### src/design/mapcs_pkg.sv
// ----------------------------------------------------------------------------
// mapcs_pkg
// Shared types and constants for the max-abs pivot row/column swap core.
// ----------------------------------------------------------------------------
package mapcs_pkg;

   // Register map, indexed by csr_paddr[3:2].
   localparam int          CSR_ADDR_W        = 4;
   localparam logic [1:0]  REG_ROW_COUNT     = 2'd0;
   localparam logic [1:0]  REG_COLUMN_COUNT  = 2'd1;
   localparam logic [1:0]  REG_PIVOT_TARGET  = 2'd2;

   localparam logic [3:0]  ROW_COUNT_RESET    = 4'd8;
   localparam logic [3:0]  COLUMN_COUNT_RESET = 4'd8;
   localparam logic [2:0]  PIVOT_TARGET_RESET = 3'd0;

   localparam logic STATUS_OK    = 1'b0;
   localparam logic STATUS_RANGE = 1'b1;

   // Jobs that fit between the loader and the emitter.
   localparam int QUEUE_DEPTH = 2;

   typedef struct packed {
      logic [3:0] row_count;
      logic [3:0] column_count;
      logic [2:0] pivot_target;
   } cfg_type;

   typedef enum logic {
      BK_IDLE,
      BK_RUN
   } back_state_type;

endpackage

### src/design/mapcs_front.sv
// ----------------------------------------------------------------------------
// mapcs_front
// Matrix loader: writes elements into the store, tracks the pivot and queues
// one job per completed matrix.
// ----------------------------------------------------------------------------
module mapcs_front #(
   parameter int MAX_ROWS      = 8,
   parameter int MAX_COLS      = 8,
   parameter int ELEMENT_WIDTH = 32,
   parameter int ROW_W         = 3,
   parameter int COL_W         = 3,
   parameter int ADDR_W        = 7,
   parameter int JOB_W         = 52
) (
   input  logic                     clock,
   input  logic                     reset,
   input  mapcs_pkg::cfg_type       cfg,
   input  logic                     cfg_restart,
   input  logic                     req_valid,
   output logic                     req_ready,
   input  logic [ELEMENT_WIDTH-1:0] req_element,
   output logic                     mem_we,
   output logic [ADDR_W-1:0]        mem_waddr,
   output logic [ELEMENT_WIDTH-1:0] mem_wdata,
   output logic                     job_push,
   output logic [JOB_W-1:0]         job_data,
   input  logic                     job_full,
   input  logic                     job_done
);

   localparam int DEPTH = MAX_ROWS * MAX_COLS;

   typedef struct packed {
      logic                     bank;
      logic                     err;
      logic [ELEMENT_WIDTH-1:0] value;
      logic [ROW_W-1:0]         prow;
      logic [COL_W-1:0]         pcol;
      logic [ROW_W-1:0]         row_last;
      logic [COL_W-1:0]         col_last;
      logic [ROW_W-1:0]         k_row;
      logic [COL_W-1:0]         k_col;
   } job_type;

   logic [ROW_W-1:0]         row_ff, row_in;
   logic [COL_W-1:0]         col_ff, col_in;
   logic [ELEMENT_WIDTH:0]   best_mag_ff, best_mag_in;
   logic [ELEMENT_WIDTH-1:0] best_val_ff, best_val_in;
   logic [ROW_W-1:0]         best_row_ff, best_row_in;
   logic [COL_W-1:0]         best_col_ff, best_col_in;
   logic                     bank_ff, bank_in;
   logic [1:0]               jobs_ff, jobs_in;

   logic [7:0]               row_cnt_ext, col_cnt_ext;
   logic [ROW_W-1:0]         row_last;
   logic [COL_W-1:0]         col_last;
   logic                     accept, is_last, upd;
   logic [ELEMENT_WIDTH:0]   elem_ext, mag;
   logic [ELEMENT_WIDTH-1:0] sel_val;
   logic [ROW_W-1:0]         sel_row;
   logic [COL_W-1:0]         sel_col;
   job_type                  job;

   // Sizes clamped to 1..MAX and kept as the index of the last row/column.
   always_comb begin
      row_cnt_ext = 8'(cfg.row_count);
      col_cnt_ext = 8'(cfg.column_count);
      if (row_cnt_ext == 8'd0) begin
         row_last = '0;
      end else if (row_cnt_ext > 8'(MAX_ROWS)) begin
         row_last = ROW_W'(MAX_ROWS - 1);
      end else begin
         row_last = ROW_W'(row_cnt_ext - 8'd1);
      end
      if (col_cnt_ext == 8'd0) begin
         col_last = '0;
      end else if (col_cnt_ext > 8'(MAX_COLS)) begin
         col_last = COL_W'(MAX_COLS - 1);
      end else begin
         col_last = COL_W'(col_cnt_ext - 8'd1);
      end
   end

   // A bank may be loaded only while at most one other matrix is outstanding.
   assign req_ready = (jobs_ff < 2'd2) && !job_full;
   assign accept    = req_valid && req_ready;
   assign is_last   = (row_ff == row_last) && (col_ff == col_last);

   always_comb begin
      elem_ext = {req_element[ELEMENT_WIDTH-1], req_element};
      mag      = req_element[ELEMENT_WIDTH-1] ? (~elem_ext + 1'b1) : elem_ext;
      upd      = (mag > best_mag_ff);
      sel_val  = upd ? req_element : best_val_ff;
      sel_row  = upd ? row_ff : best_row_ff;
      sel_col  = upd ? col_ff : best_col_ff;
   end

   assign mem_we    = accept;
   assign mem_waddr = ADDR_W'(int'(bank_ff) * DEPTH + int'(row_ff) * MAX_COLS + int'(col_ff));
   assign mem_wdata = req_element;

   always_comb begin
      job.bank     = bank_ff;
      job.err      = (8'(cfg.pivot_target) > 8'(row_last)) ||
                     (8'(cfg.pivot_target) > 8'(col_last));
      job.value    = sel_val;
      job.prow     = sel_row;
      job.pcol     = sel_col;
      job.row_last = row_last;
      job.col_last = col_last;
      job.k_row    = ROW_W'(cfg.pivot_target);
      job.k_col    = COL_W'(cfg.pivot_target);
   end

   assign job_push = accept && is_last;
   assign job_data = job;

   always_comb begin
      row_in      = row_ff;
      col_in      = col_ff;
      best_mag_in = best_mag_ff;
      best_val_in = best_val_ff;
      best_row_in = best_row_ff;
      best_col_in = best_col_ff;
      bank_in     = bank_ff;
      jobs_in     = jobs_ff + 2'(job_push) - 2'(job_done);
      if (cfg_restart || job_push) begin
         row_in      = '0;
         col_in      = '0;
         best_mag_in = '0;
         best_val_in = '0;
         best_row_in = '0;
         best_col_in = '0;
         bank_in     = bank_ff ^ job_push;
      end else if (accept) begin
         best_mag_in = upd ? mag : best_mag_ff;
         best_val_in = sel_val;
         best_row_in = sel_row;
         best_col_in = sel_col;
         if (col_ff == col_last) begin
            col_in = '0;
            row_in = row_ff + 1'b1;
         end else begin
            col_in = col_ff + 1'b1;
         end
      end
   end

   always_ff @(posedge clock) begin
      if (reset) begin
         row_ff      <= '0;
         col_ff      <= '0;
         best_mag_ff <= '0;
         best_val_ff <= '0;
         best_row_ff <= '0;
         best_col_ff <= '0;
         bank_ff     <= 1'b0;
         jobs_ff     <= 2'd0;
      end else begin
         row_ff      <= row_in;
         col_ff      <= col_in;
         best_mag_ff <= best_mag_in;
         best_val_ff <= best_val_in;
         best_row_ff <= best_row_in;
         best_col_ff <= best_col_in;
         bank_ff     <= bank_in;
         jobs_ff     <= jobs_in;
      end
   end

endmodule

### config.mk
export PLATFORM = sky130hd
export DESIGN_NAME = mapcs_front
export DESIGN_NICKNAME = d
export VERILOG_FILES = /design/src/design/mapcs_pkg.sv /design/src/design/mapcs_front.sv
export SDC_FILE = /design/constraint.sdc
export NUM_CORES = 1
export LEC_CHECK = 0
export BUFFER_PORTS_ARGS = -buffer_cell sky130_fd_sc_hd__buf_4
export CORE_MARGIN = 1
export CORE_UTILIZATION = 58
export DETAILED_ROUTE_END_ITERATION = 10
export PLACE_DENSITY = 0.87
export SYNTH_ARGS = -nofsm -noshare
export SYNTH_HDL_FRONTEND = slang
export SYNTH_SLANG_ARGS = --single-unit
### constraint.sdc
create_clock -name clock -period 24.9 [get_ports clock]
set_input_delay 4.98 -clock clock [delete_from_list [all_inputs] [get_ports clock]]
set_output_delay 4.98 -clock clock [all_outputs]
set_load 0.01 [all_outputs]
==> results.tsv <==
metric	value	unit
status	complete, no violations	
fin_nets	824	
htree_levels	3	
dp_slack	9.64	ns
cap_violations	0	
yosys.area_share.simple	0.150	
die-height	100	microns
wl	13300	microns
vias	4828	
setup_violations	0	
yosysTopAreaCell	dfxtp_1	
clk_pin_slew_worst_paths	0.08	ns
finalClockSkew	0.0128	ns
ir_drop	0.0284	mV
cts_tree	yes	
fmax	0.0654	GHz
synth_cells	639	
power_density	49.2	nW/um^2
dpl.hpwl	9930	microns
cp_max_fo	24	
postSynthAreaPerCell	8.74	sq um
final_max_slew_viol_count	0	
synth_ff_type	dfxtp_1	
drt_first_pass_iters	4	
viasPerCell	5.59	
clockBufferDepth	2	
synth_top_family_by_area	multiplexers	
synthMuxAreaShare	0.189	
synthDistinctLibCells	58	
initial_core_util	0.602	
post_cts_resized	0	
synth-async-reset-ratio	0	
die_w	100	microns
synth-seq-cells	80	
antenna_found_initial	0	
die-area	10000	sq um
grt_start_max_net_pins	78	
synth.area.top_cells	dfxtp_1 (29%), mux2i_1 (11%), ha_1 (10%), mux2_2 (7.7%), nor2_1 (5.8%)	
postCtsHoldBufs	0	
portBuffers	142	
rsz0062_at_grt	false	
layout_setup_ws	9.61	ns
area_growth	19.5	%
fp.coreArea	9280	sq um
layout-drive-gt1-share	0.289	
ys_seq_area_frac	0.287	
worst_pin_slew	1.04	ns
synth_top_area_frac	0.287	
gr-total-overflow	0	
worst_setup_path_start_kind	primary input	
crit_type	primary input to primary output	
synth_edf_count	0	
track_usage	0.270	
synth_nets	734	
hold_viol_final	0	
clock_sinks	80	
synth-compound-area-share	0.101	
wire_per_inst	15.4	microns
post_cts_buffers	0	
gp_congestion	0.840	
leakagePower	2.78	nW
grt_pass1_wl	22000	microns
max-slew-margin-rel	0.288	
fin_crit_sh	0.614	
hold_path.class	flop to flop	
crit_arrival	10.31	ns
diodes	0	
clk_latency	0.35	ns
row_count	35	
synth.yosys.warnings	0	
netlist_area	5590	sq um
io_pins	143	
tns	0	ns
cts_root_buf	clkbuf_8	
worstSetupEndpointType	primary output	
numCtsBuffers	9	
finalCriticalPeriod	15.29	ns
grt_pass1_vias	4699	
drtAntennaViolNets	0	
synth_xor_area_frac	0.0578	
synth_fa_ha_area_frac	0.105	
drc_errors	0	
drt_iter0_drc	248	
critPathRequiredTime	19.92	ns
[metal layers]
metal / GRT usage / part of all wire
met3: 0.0355 / 0.049
met5: 0 / 0
met1: 0.338 / 0.42
met2: 0.474 / 0.51
met4: 0.0959 / 0.014
[kinds of logic (layout without fill, tap and decap cells)]
| kind of cell | Yosys count | after routing |
|---|---|---|
| flops | 80 | 80 |
| fa+ha+maj | 47 | 47 |
| mux | 101 | 101 |
| xor+xnor | 36 | 36 |
| compound gates | 82 | 82 |
| buf+inv | 123 | 218 |
| simple gates | 169 | 169 |
| other cells | 1 | 1 |
[path summary, 6_finish.rpt]
path                         from              end  slack [ns]  cells past startpoint
setup / recovery   req_element[8]     job_data[36]        9.61                     17
hold / removal    best_mag_ff[32]  best_mag_ff[32]        0.46                      2
setup reg to reg   best_mag_ff[7]  best_val_ff[18]       21.08                     10
hold reg to reg   best_mag_ff[32]  best_mag_ff[32]        0.46                      2
[cell usage after synthesis, drive strengths merged (10+ instances only)]
cell / n
a211oi: 10
a21oi: 16
buf: 52
clkbuf: 14
dfxtp: 80
ha: 46
inv: 57
mux2: 38
mux2i: 63
nand2: 26
nor2: 86
o21ai: 17
xnor2: 27
[sequential cells by signal, summed over array words and instances, names as in the netlist]
| name | flops |
|---|---|
| row_ff | 3 |
| best_val_ff | 32 |
| bank_ff | 1 |
| best_col_ff | 3 |
| best_mag_ff | 33 |
| best_row_ff | 3 |
| jobs_ff | 2 |
| col_ff | 3 |
[report_power, final]
group	total (mW)	internal [mW]	switching [mW]
logic	0.0935	0.0451	0.0484
clock network	0.103	0.0546	0.0486
registers	0.132	0.131	0.00159
[placed cells by master, fill, tap and decap left out, types with 9 or more instances in the layout]
cell      count
mux2_2       38
mux2i_1      63
inv_1        57
a211oi_1     10
xor2_1        9
nand2_1      25
dfxtp_1      80
xnor2_1      26
clkbuf_8     12
o21ai_0      15
a21oi_1      16
ha_1         46
nor2_1       86
buf_4       145
[critical path, cell delays in order]
cell	delay [ns]
buf_4	0.15
or4_4	0.56
or3_4	0.36
or3_1	0.47
or4_4	0.56
o41a_1	0.43
xnor2_2	0.16
inv_1	0.07
ha_1	0.31
and4_1	0.21
and2_1	0.17
a221oi_1	0.32
nand2_1	0.15
o21ai_4	0.45
buf_4	0.41
mux2_2	0.40
buf_4	0.15
[through the flow]
step / utilization / cells / total power [mW] / hold slack (ns) / cell area [sq um]
after CTS: 0.720 / 863 / 0.330 / 0.466 / 6680
after global routing: 0.720 / 863 / 0.345 / 0.479 / 6680
after detailed placement: 0.696 / 847 / 0.228 / 0.451 / 6460
final: 0.720 / 863 / 0.329 / 0.459 / 6680
after global placement: 0.696 / 847 / 0.224 / 0.444 / 6460
after floorplan: - / 639 / 0.195 / 0.430 / 5590
[area by class of cell]
type / instances / area [sq um]
clock buffer: 12 / 165
clock inverter: 4 / 51.3
fill: 701 / 2600
inverter: 57 / 214
multi-input combinational: 436 / 3400
sequential: 80 / 1600
tap: 129 / 161
timing repair buffer: 145 / 1090
Note: power is estimated with default switching activity, not from simulation.
