===== src/design/mapcs_pkg.sv =====
// ----------------------------------------------------------------------------
// mapcs_pkg
// Shared types and constants for the max-abs pivot row/column swap core.
// ----------------------------------------------------------------------------
package mapcs_pkg;

   // Register map, indexed by csr_paddr[3:2].
   localparam int          CSR_ADDR_W        = 4;
   localparam logic [1:0]  REG_ROW_COUNT     = 2'd0;
   localparam logic [1:0]  REG_COLUMN_COUNT  = 2'd1;
   localparam logic [1:0]  REG_PIVOT_TARGET  = 2'd2;

   localparam logic [3:0]  ROW_COUNT_RESET    = 4'd8;
   localparam logic [3:0]  COLUMN_COUNT_RESET = 4'd8;
   localparam logic [2:0]  PIVOT_TARGET_RESET = 3'd0;

   localparam logic STATUS_OK    = 1'b0;
   localparam logic STATUS_RANGE = 1'b1;

   // Jobs that fit between the loader and the emitter.
   localparam int QUEUE_DEPTH = 2;

   typedef struct packed {
      logic [3:0] row_count;
      logic [3:0] column_count;
      logic [2:0] pivot_target;
   } cfg_type;

   typedef enum logic {
      BK_IDLE,
      BK_RUN
   } back_state_type;

endpackage


===== src/design/mapcs_queue.sv =====
// ----------------------------------------------------------------------------
// mapcs_queue
// Two-entry job queue between the loader and the emitter.
// ----------------------------------------------------------------------------
module mapcs_queue #(
   parameter int WIDTH = 8
) (
   input  logic             clock,
   input  logic             reset,
   input  logic             push,
   input  logic [WIDTH-1:0] push_data,
   output logic             full,
   input  logic             pop,
   output logic             not_empty,
   output logic [WIDTH-1:0] head_data
);

   logic [WIDTH-1:0] slot_ff [mapcs_pkg::QUEUE_DEPTH];
   logic             wr_ptr_ff, wr_ptr_in;
   logic             rd_ptr_ff, rd_ptr_in;
   logic [1:0]       count_ff, count_in;

   assign full      = (count_ff == 2'(mapcs_pkg::QUEUE_DEPTH));
   assign not_empty = (count_ff != 2'd0);
   assign head_data = slot_ff[rd_ptr_ff];

   always_comb begin
      wr_ptr_in = wr_ptr_ff ^ push;
      rd_ptr_in = rd_ptr_ff ^ pop;
      count_in  = count_ff + 2'(push) - 2'(pop);
   end

   always_ff @(posedge clock) begin
      if (reset) begin
         wr_ptr_ff <= 1'b0;
         rd_ptr_ff <= 1'b0;
         count_ff  <= 2'd0;
      end else begin
         wr_ptr_ff <= wr_ptr_in;
         rd_ptr_ff <= rd_ptr_in;
         count_ff  <= count_in;
      end
   end

   always_ff @(posedge clock) begin
      if (push) begin
         slot_ff[wr_ptr_ff] <= push_data;
      end
   end

endmodule


===== config.mk =====
export PLATFORM = sky130hd
export DESIGN_NAME = mapcs_queue
export DESIGN_NICKNAME = d
export VERILOG_FILES = /design/src/design/mapcs_pkg.sv /design/src/design/mapcs_queue.sv
export SDC_FILE = /design/constraint.sdc
export NUM_CORES = 1
export LEC_CHECK = 0
export BUFFER_PORTS_ARGS = -buffer_cell sky130_fd_sc_hd__buf_2
export CAP_MARGIN = 40
export CORE_MARGIN = 1
export CORE_UTILIZATION = 52
export DETAILED_ROUTE_END_ITERATION = 6
export HOLD_SLACK_MARGIN = 0.03
export PLACE_DENSITY = 0.84
export SLEW_MARGIN = 20
export SYNTH_ARGS = -nofsm -noshare
export SYNTH_HDL_FRONTEND = slang
export SYNTH_SLANG_ARGS = --single-unit
export TNS_END_PERCENT = 30

===== constraint.sdc =====
create_clock -name clock -period 2.55 [get_ports clock]
set_input_delay 0.3825 -clock clock [delete_from_list [all_inputs] [get_ports clock]]
set_output_delay 0.3825 -clock clock [all_outputs]
set_load 0.01 [all_outputs]

==> summary.md, run 1 <==
| Metric | Value |
|---|---|
| Status | finished, final reports clean |
| Fmax achieved | 567 MHz |
| Top-Level Pins | 22 |
| Initial Utilization | 0.578 |
| Int Pwr | 0.500 mW |
| Final Max Slew Viols | 0 |
| Final GP Congestion | a little over 0.6 |
| Synth unique cells | 11 |
| Required time at the worst-slack endpoint | around 2200 ps |
| Clock Pin Slew Worst Setup and Hold Paths | ~110 ps |
| H-Tree Depth | 1 |
| Seq cells post-synth | 20 |
| Pwr Density | roughly 710 nW/um^2 |
| WL per Instance | ~14 um |
| Syn avg cell area | 17.7 um^2 |
| Worst-Skew Late Latency | around 290 ps |
| Clk sinks | 20 |
| Ant diodes | 0 |
| Critical path endpoint category | output pin |
| Routed WL | 1.17 mm |
| Setup-failing EPs final | 0 |
| Row cnt | 13 |
| Worst-Margin Slew | between 400 and 500 ps |
| Number of global-route vias before repair | 400 |
| Num CTS Buffers | 3 |
| Vias per Instance | roughly 5.0 |
| Dpl ws | 1110 ps |
| Hold Startpoint | push_data[2] |
| Setup ws final | just under 800 ps |
| Worst Clk Skew | 6.35 ps |
| LEAKAGE | 0.384 nW |
| Yosys top cell by area | edfxtp_1 |
| Die Ht | roughly 40 um |
| Largest net degree at the start of global routing | 12 |
| IO Port Bufs | 21 |
| Seq pwr share | 0.607 |
| First-pass GRT wire length | 1.70 mm |
| Worst r2r src | count_ff[0] |
| CP Launch Point | rd_ptr_ff |
| Final Critical Period | ~1800 ps |
| Layout cells sized above 1 | 0.353 |
| Die Span X | about 40 um |
| Synth top area share | 0.615 |
| Core area | between 1000 and 1500 um^2 |
| Comb power frac | 0.165 |
| Grt total ovfl | 0 |
| Max clock buf depth | 2 |
| Tcrit/Tclk final | 0.692 |
| Mapped Cells | 44 |
| Synthesis-to-finish area growth | 18.3% |
| Synth warnings | 0 |
| VDD IR max | approximately 0.46 mV |
| Mapped Nets | 60 |
| # DRC | 0 |
| Sw power | between 0.15 and 0.2 mW |
| Net Sw Frac | 0.234 |
| Number of max-cap violations | 0 |
| Via count | a little over 400 |
| Post-DP HPWL | around 900 um |
| Post-CTS Hold Fix Bufs | 0 |
| Critical path type | flop to output pin |
| Max transition margin | 0.725 |
| Final hold violations | 0 |
| Initial antenna violation count | 0 |
| First-pass DRT Iterations | 2 |
| Seq/Total Area, Yosys | 0.718 |
| Setup repair bufs after CTS | 0 |
| Antenna Nets Post-Route | 0 |
| Synth area leaders | edfxtp_1 62%, mux2_1 12%, dfxtp_1 10%, ha_1 6.4%, xnor3_1 2.9% |
| Type of the worst min-delay path | input port to flop |
| Unrepaired setup endpoints after global routing | false |
| Setup TNS | 0 ps |
| Nets | 85 |
| Arrival @ worst endpoint | ~1400 ps |
| Total Routing Usage GR | 0.173 |
| Synthesized area | 781 um^2 |
| Largest fanout on the critical path | 9 |
| Die area | between 1500 and 2000 um^2 |
| CP startpoint kind | flop |
| Post-cts sizing count | 0 |
| First-iteration detailed-routing DRC count | 9 |
| Clock power share | 0.228 |
| CTS tree | done |
| Clock root buffer | clkbuf_4 |
placed cells by master (no fill, tap or decap):
| master | count |
|---|---|
| ha_1 | 4 |
| nor2b_1 | 2 |
| nor2_1 | 3 |
| mux2_1 | 8 |
| clkbuf_1 | 1 |
| buf_2 | 21 |
| xnor2_1 | 1 |
| xnor3_1 | 1 |
| or2_1 | 1 |
| edfxtp_1 | 16 |
| inv_1 | 3 |
| dfxtp_1 | 4 |
| clkbuf_4 | 3 |
cell usage after synthesis:
cell      number
xnor2_1        1
edfxtp_1      16
nor2b_1        2
or2_1          1
nor2_1         3
buf_4          1
mux2_1         8
inv_1          3
xnor3_1        1
ha_1           4
dfxtp_1        4
cell type report:
type	count	area, um^2
Timing Repair Buffer	21	105
Fill cell	104	427
Inverter	3	11.3
Tap cell	15	18.8
Multi-Input combinational cell	20	201
Sequential cell	20	561
Clock buffer	4	26.3
through the flow:
| step | instances | hold slack [ps] | utilization | power [mW] | instance area, um^2 |
|---|---|---|---|---|---|
| finish | 83 | 271 | 0.684 | 0.652 | 923 |
| global route | 83 | 256 | 0.684 | 0.682 | 923 |
| CTS | 83 | 265 | 0.684 | 0.658 | 923 |
| detailed placement | 79 | 538 | 0.665 | 0.513 | 897 |
| global placement | 79 | 529 | 0.665 | 0.504 | 897 |
| floorplan | 44 | 449 | - | 0.468 | 781 |
state kept, by name, summed over array words and instances, names as in the netlist:
register	flops
wr_ptr_ff	1
count_ff	2
slot_ff	16
rd_ptr_ff	1
cell families (layout without fill, tap and decap cells):
| kind of cell | after synthesis | count (layout) | share of synthesized area |
|---|---|---|---|
| flops | 20 | 20 | 0.718 |
| fa+ha+maj | 4 | 4 | 0.0641 |
| mux | 8 | 8 | 0.115 |
| buf+inv | 4 | 28 | 0.0240 |
| xor+xnor | 2 | 2 | 0.0401 |
| simple gates | 6 | 6 | 0.0385 |
routing by layer:
| layer | part of all wire | vias up | track usage |
|---|---|---|---|
| met2 | 0.53 | 12 | 0.302 |
| met3 | 0.047 | 2 | 0.0435 |
| li1 | - | 206 | - |
| met1 | 0.41 | 191 | 0.178 |
| met5 | 0 | - | 0 |
| met4 | 0.0069 | 0 | 0.125 |
worst max-delay path: stages, from the launching register on:
cell	delay, ps
dfxtp_1	590
mux2_1	370
buf_2	140
power by group through the flow:
stage,Combinational (mW),Sequential (mW),Clock (mW)
after global placement,0.103,0.402,0
after global routing,0.121,0.399,0.162
after floorplan,0.0740,0.394,0
final,0.108,0.396,0.148
after detailed placement,0.109,0.404,0
after CTS,0.110,0.396,0.151
worst paths after layout:
path | slack (ps) | cells after the start | endpoint
worst min-delay path | 270 | 1 | slot_ff[1][2]
worst min register to register | 550 | 3 | wr_ptr_ff
worst max register to register | 1280 | 6 | count_ff[1]
worst max-delay path | 790 | 2 | head_data[4]
Power figures use the tool's default switching activity.
==> run 2: changes to the inputs <==
Settings changed: ABC_AREA set to 1, CORE_UTILIZATION 52 to 44, PLACE_DENSITY 0.84 to 0.75.
Clock period 2.55 ns to 1.5 ns, I/O delays scaled along.
==> run 2 against run 1 <==
Total power up 70%. Hold slack got worse by 150 ps. Clock-buffer cell count stayed put. Synthesized area is 5.1% higher. Die area up 23%. Via count is 15% higher. Flip-flop and latch count stayed put. Clock power increased by 68%. Critical path depth grew 1. Clock skew about the same. Routed wire length increased by 1.8%. Global-route usage decreased by 4.5 points.
==> summary.md, run 2 <==
| Metric | Value |
|---|---|
| Layout cells sized above 1 | 0.449 (+0.0958) |
| Largest net degree at the start of global routing | 12 (unchanged) |
| Critical path cell sequence | buf_4 > mux2_4 > buf_2 |
| First-pass GRT wire length | 1.74 mm (+2.4%) |
| Slowest stage cell, crit path | dfxtp_2 |
| Die Span X | 45.2 um (+11%) |
| R2R setup slack | 220 ps (-1060 ps) |
| Top delay family on crit path | flip-flops |
| WHS | 119 ps (-153 ps) |
| Number of flops mapped to enable cells by yosys | 16 (unchanged) |
| # DRC | 0 (unchanged) |
| Fin util | 0.568 (-0.116) |
| Routed WL | 1.19 mm (+1.8%) |
| H-Tree Depth | 1 (unchanged) |
| Number of global-route vias before repair | 433 (+8.3%) |
| Num CTS Buffers | 3 (unchanged) |
| Clock root buffer | clkbuf_4 |
| Top-Level Pins | 22 (unchanged) |
| Unrepaired setup endpoints after global routing | false |
| Number of max-cap violations | 0 (unchanged) |
| Seq/Total Area, Yosys | 0.683 (-0.0350) |
| Max reg flops | 16 (unchanged) |
| IO Port Bufs | 21 (unchanged) |
| Synthesis-to-finish area growth | 20.9% |
| Synth cell count leaders | 16 x edfxtp_1, 8 x mux2_4, 7 x inv_1, 5 x nor2_1 |
| Top flop regs | slot_ff (16), count_ff (2) |
| Setup-failing EPs final | 0 (unchanged) |
| Hold Path End | slot_ff[0][3] |
| Reg with most FFs | slot_ff |
| Synth unique cells | 11 (unchanged) |
| Setup TNS | 0 ps (unchanged) |
| Fmax achieved | approximately 700 MHz |
| Die Ht | 45.2 um (+11%) |
| CTS tree | done |
| Largest fanout on the critical path | 4 (-5) |
| Final Critical Period | 1420 ps |
| VDD IR max | 0.587 mV (+27%) |
| Post-DP HPWL | 894 um (+0.29%) |
| Final Cell Area | 992 um^2 (+7.5%) |
| Most common cell in the synthesized netlist | edfxtp_1 |
| Slowest cell delay on critical path | 340 ps (-250 ps) |
| Required time at the worst-slack endpoint | 1270 ps (-900 ps) |
| Max clock buf depth | 2 (unchanged) |
| Worst Clk Skew | 6.31 ps (-0.0345 ps) |
| Most common cell after layout, fill and taps aside | buf_2 |
| Vias per Instance | 4.60 (-7.1%) |
| Commonest non-fill, non-tap cells in the layout | 21 x buf_2, 16 x edfxtp_1, 8 x mux2_4 |
| Core area | 1750 um^2 (+29%) |
| Yosys top cell by area | edfxtp_1 |
| Final GP Congestion | 0.618 (+0.50%) |
| Mapped Nets | 68 (+13%) |
| Mapped Cells | 52 (+18%) |
| First-iteration detailed-routing DRC count | 9 (unchanged) |
| Seq cells post-synth | 20 (unchanged) |
| First-pass DRT Iterations | 4 (+2) |
| Synth warnings | 0 (unchanged) |
| Die area | 2040 um^2 (+23%) |
| Hold Startpoint | push_data[3] |
| Top FF cell, synth | edfxtp_1 |
| Hold path cells | 1 (unchanged) |
| CP startpoint kind | flop |
| WL per Instance | 11.5 um (-18%) |
| Final Max Slew Viols | 0 (unchanged) |
| Critical path endpoint category | output pin |
| Initial Utilization | 0.470 (-0.108) |
| Row cnt | 15 (+2) |
| Syn avg cell area | 15.8 um^2 (-11%) |
| Synthesized area | 821 um^2 (+5.1%) |
| LEAKAGE | 0.440 nW (+15%) |
| R2R depth | 8 (+2) |
| Status | finished, final reports clean |
| Clk sinks | 20 (unchanged) |
| Placed cell area | 961 um^2 (+7.1%) |
| Critical R2R Capture | count_ff[1] |
| Worst-Margin Slew | 411 ps (-0.763 ps) |
| Critical path type | flop to output pin |
| Power consumption | 1.11 mW (+70%) |
| Ant diodes | 0 (unchanged) |
| Total Routing Usage GR | 0.128 (-0.0448) |
| WP buf/inv | 2 (+1) |
| Worst-Skew Late Latency | 290 ps (about the same) |
| Async set or reset register ratio after synthesis | 0 (unchanged) |
| Synth top area share | 0.585 (-0.0300) |
| Post-CTS Hold Fix Bufs | 0 (unchanged) |
| Antenna Nets Post-Route | 0 (unchanged) |
| Tcrit/Tclk final | 0.948 |
| Arrival @ worst endpoint | 1200 ps (-180 ps) |
| Type of the worst min-delay path | input port to flop |
| Via count | 474 (+15%) |
| Worst r2r src | count_ff[0] |
| Synth area leaders | edfxtp_1 59%, mux2_4 15%, dfxtp_1 9.8%, ha_1 6.1%, inv_1 3.2% |
| Max transition margin | 0.726 (+0.000885) |
| Pwr Density | 1120 nW/um^2 (+58%) |
| Grt total ovfl | 0 (unchanged) |
| Nets | 95 (+12%) |
| Clock Pin Slew Worst Setup and Hold Paths | 110 ps (about the same) |
| Initial antenna violation count | 0 (unchanged) |
| Final hold violations | 0 (unchanged) |
[run 2: logic make-up after synthesis]
kind of cell,count (synthesis),synth area share
DFF,20,0.683
muxes,8,0.146
buffers and inverters,8,0.0457
adders and majority gates,4,0.0610
AOI/OAI and AO/OA,1,0.00609
xor gates and xnor gates,1,0.0107
and+or+nand+nor,10,0.0472
[run 2: what timing repair did]
action,4_1_cts,5_1_grt
resized for setup,0,2
setup buffers,0,0
endpoints found under the setup margin,0,5
[run 2: worst max-delay path by stage]
stage | start | endpoint | slack [ps] | cells after the start
2_1_floorplan | count_ff[0] | count_ff[1] | 310 | 8
3_3_place_gp | pop | count_ff[1] | 280 | 8
3_5_place_dp | count_ff[0] | count_ff[1] | 240 | 8
4_1_cts | rd_ptr_ff | head_data[6] | 40 | 3
5_1_grt | rd_ptr_ff | head_data[4] | 20 | 3
6_report | rd_ptr_ff | head_data[3] | 80 | 3
[run 2: per-stage QoR]
stage / cells / setup WS [ps]
detailed placement: 99 / 242
global route: 103 / 24.9
floorplan: 52 / 312
global placement: 99 / 284
finish: 103 / 77.7
CTS: 103 / 36.9
[run 2: power by group]
group	switching [mW]	total, mW	internal [mW]
Combinational	0.0984	0.202	0.104
Sequential	0.0139	0.657	0.643
Clock	0.146	0.249	0.103
Total	0.259	1.11	0.850
[run 2: metal layers]
metal | up-vias | global-route usage | wire [um]
li1 | 230 | - | -
met1 | 225 | 0.131 | 466
met2 | 17 | 0.229 | 643
met3 | 2 | 0.0400 | 64
met4 | 0 | 0.0727 | 12
met5 | - | 0 | 0
[run 2: final cells by class]
cell class / instances / area, um^2
Fill cell: 151 / 753
Sequential cell: 20 / 562
Multi-Input combinational cell: 24 / 223
Timing Repair Buffer: 23 / 124
Tap cell: 25 / 31.3
Clock buffer: 4 / 26.3
Inverter: 7 / 26.3
[run 2: worst register-to-register path, cell delays in order, from the launching register on]
cell     delay [ps]
dfxtp_1         350
inv_1            60
ha_1            260
inv_1            40
ha_1            190
inv_1            60
nand2_1          60
a21oi_1         130
nor2_1           60
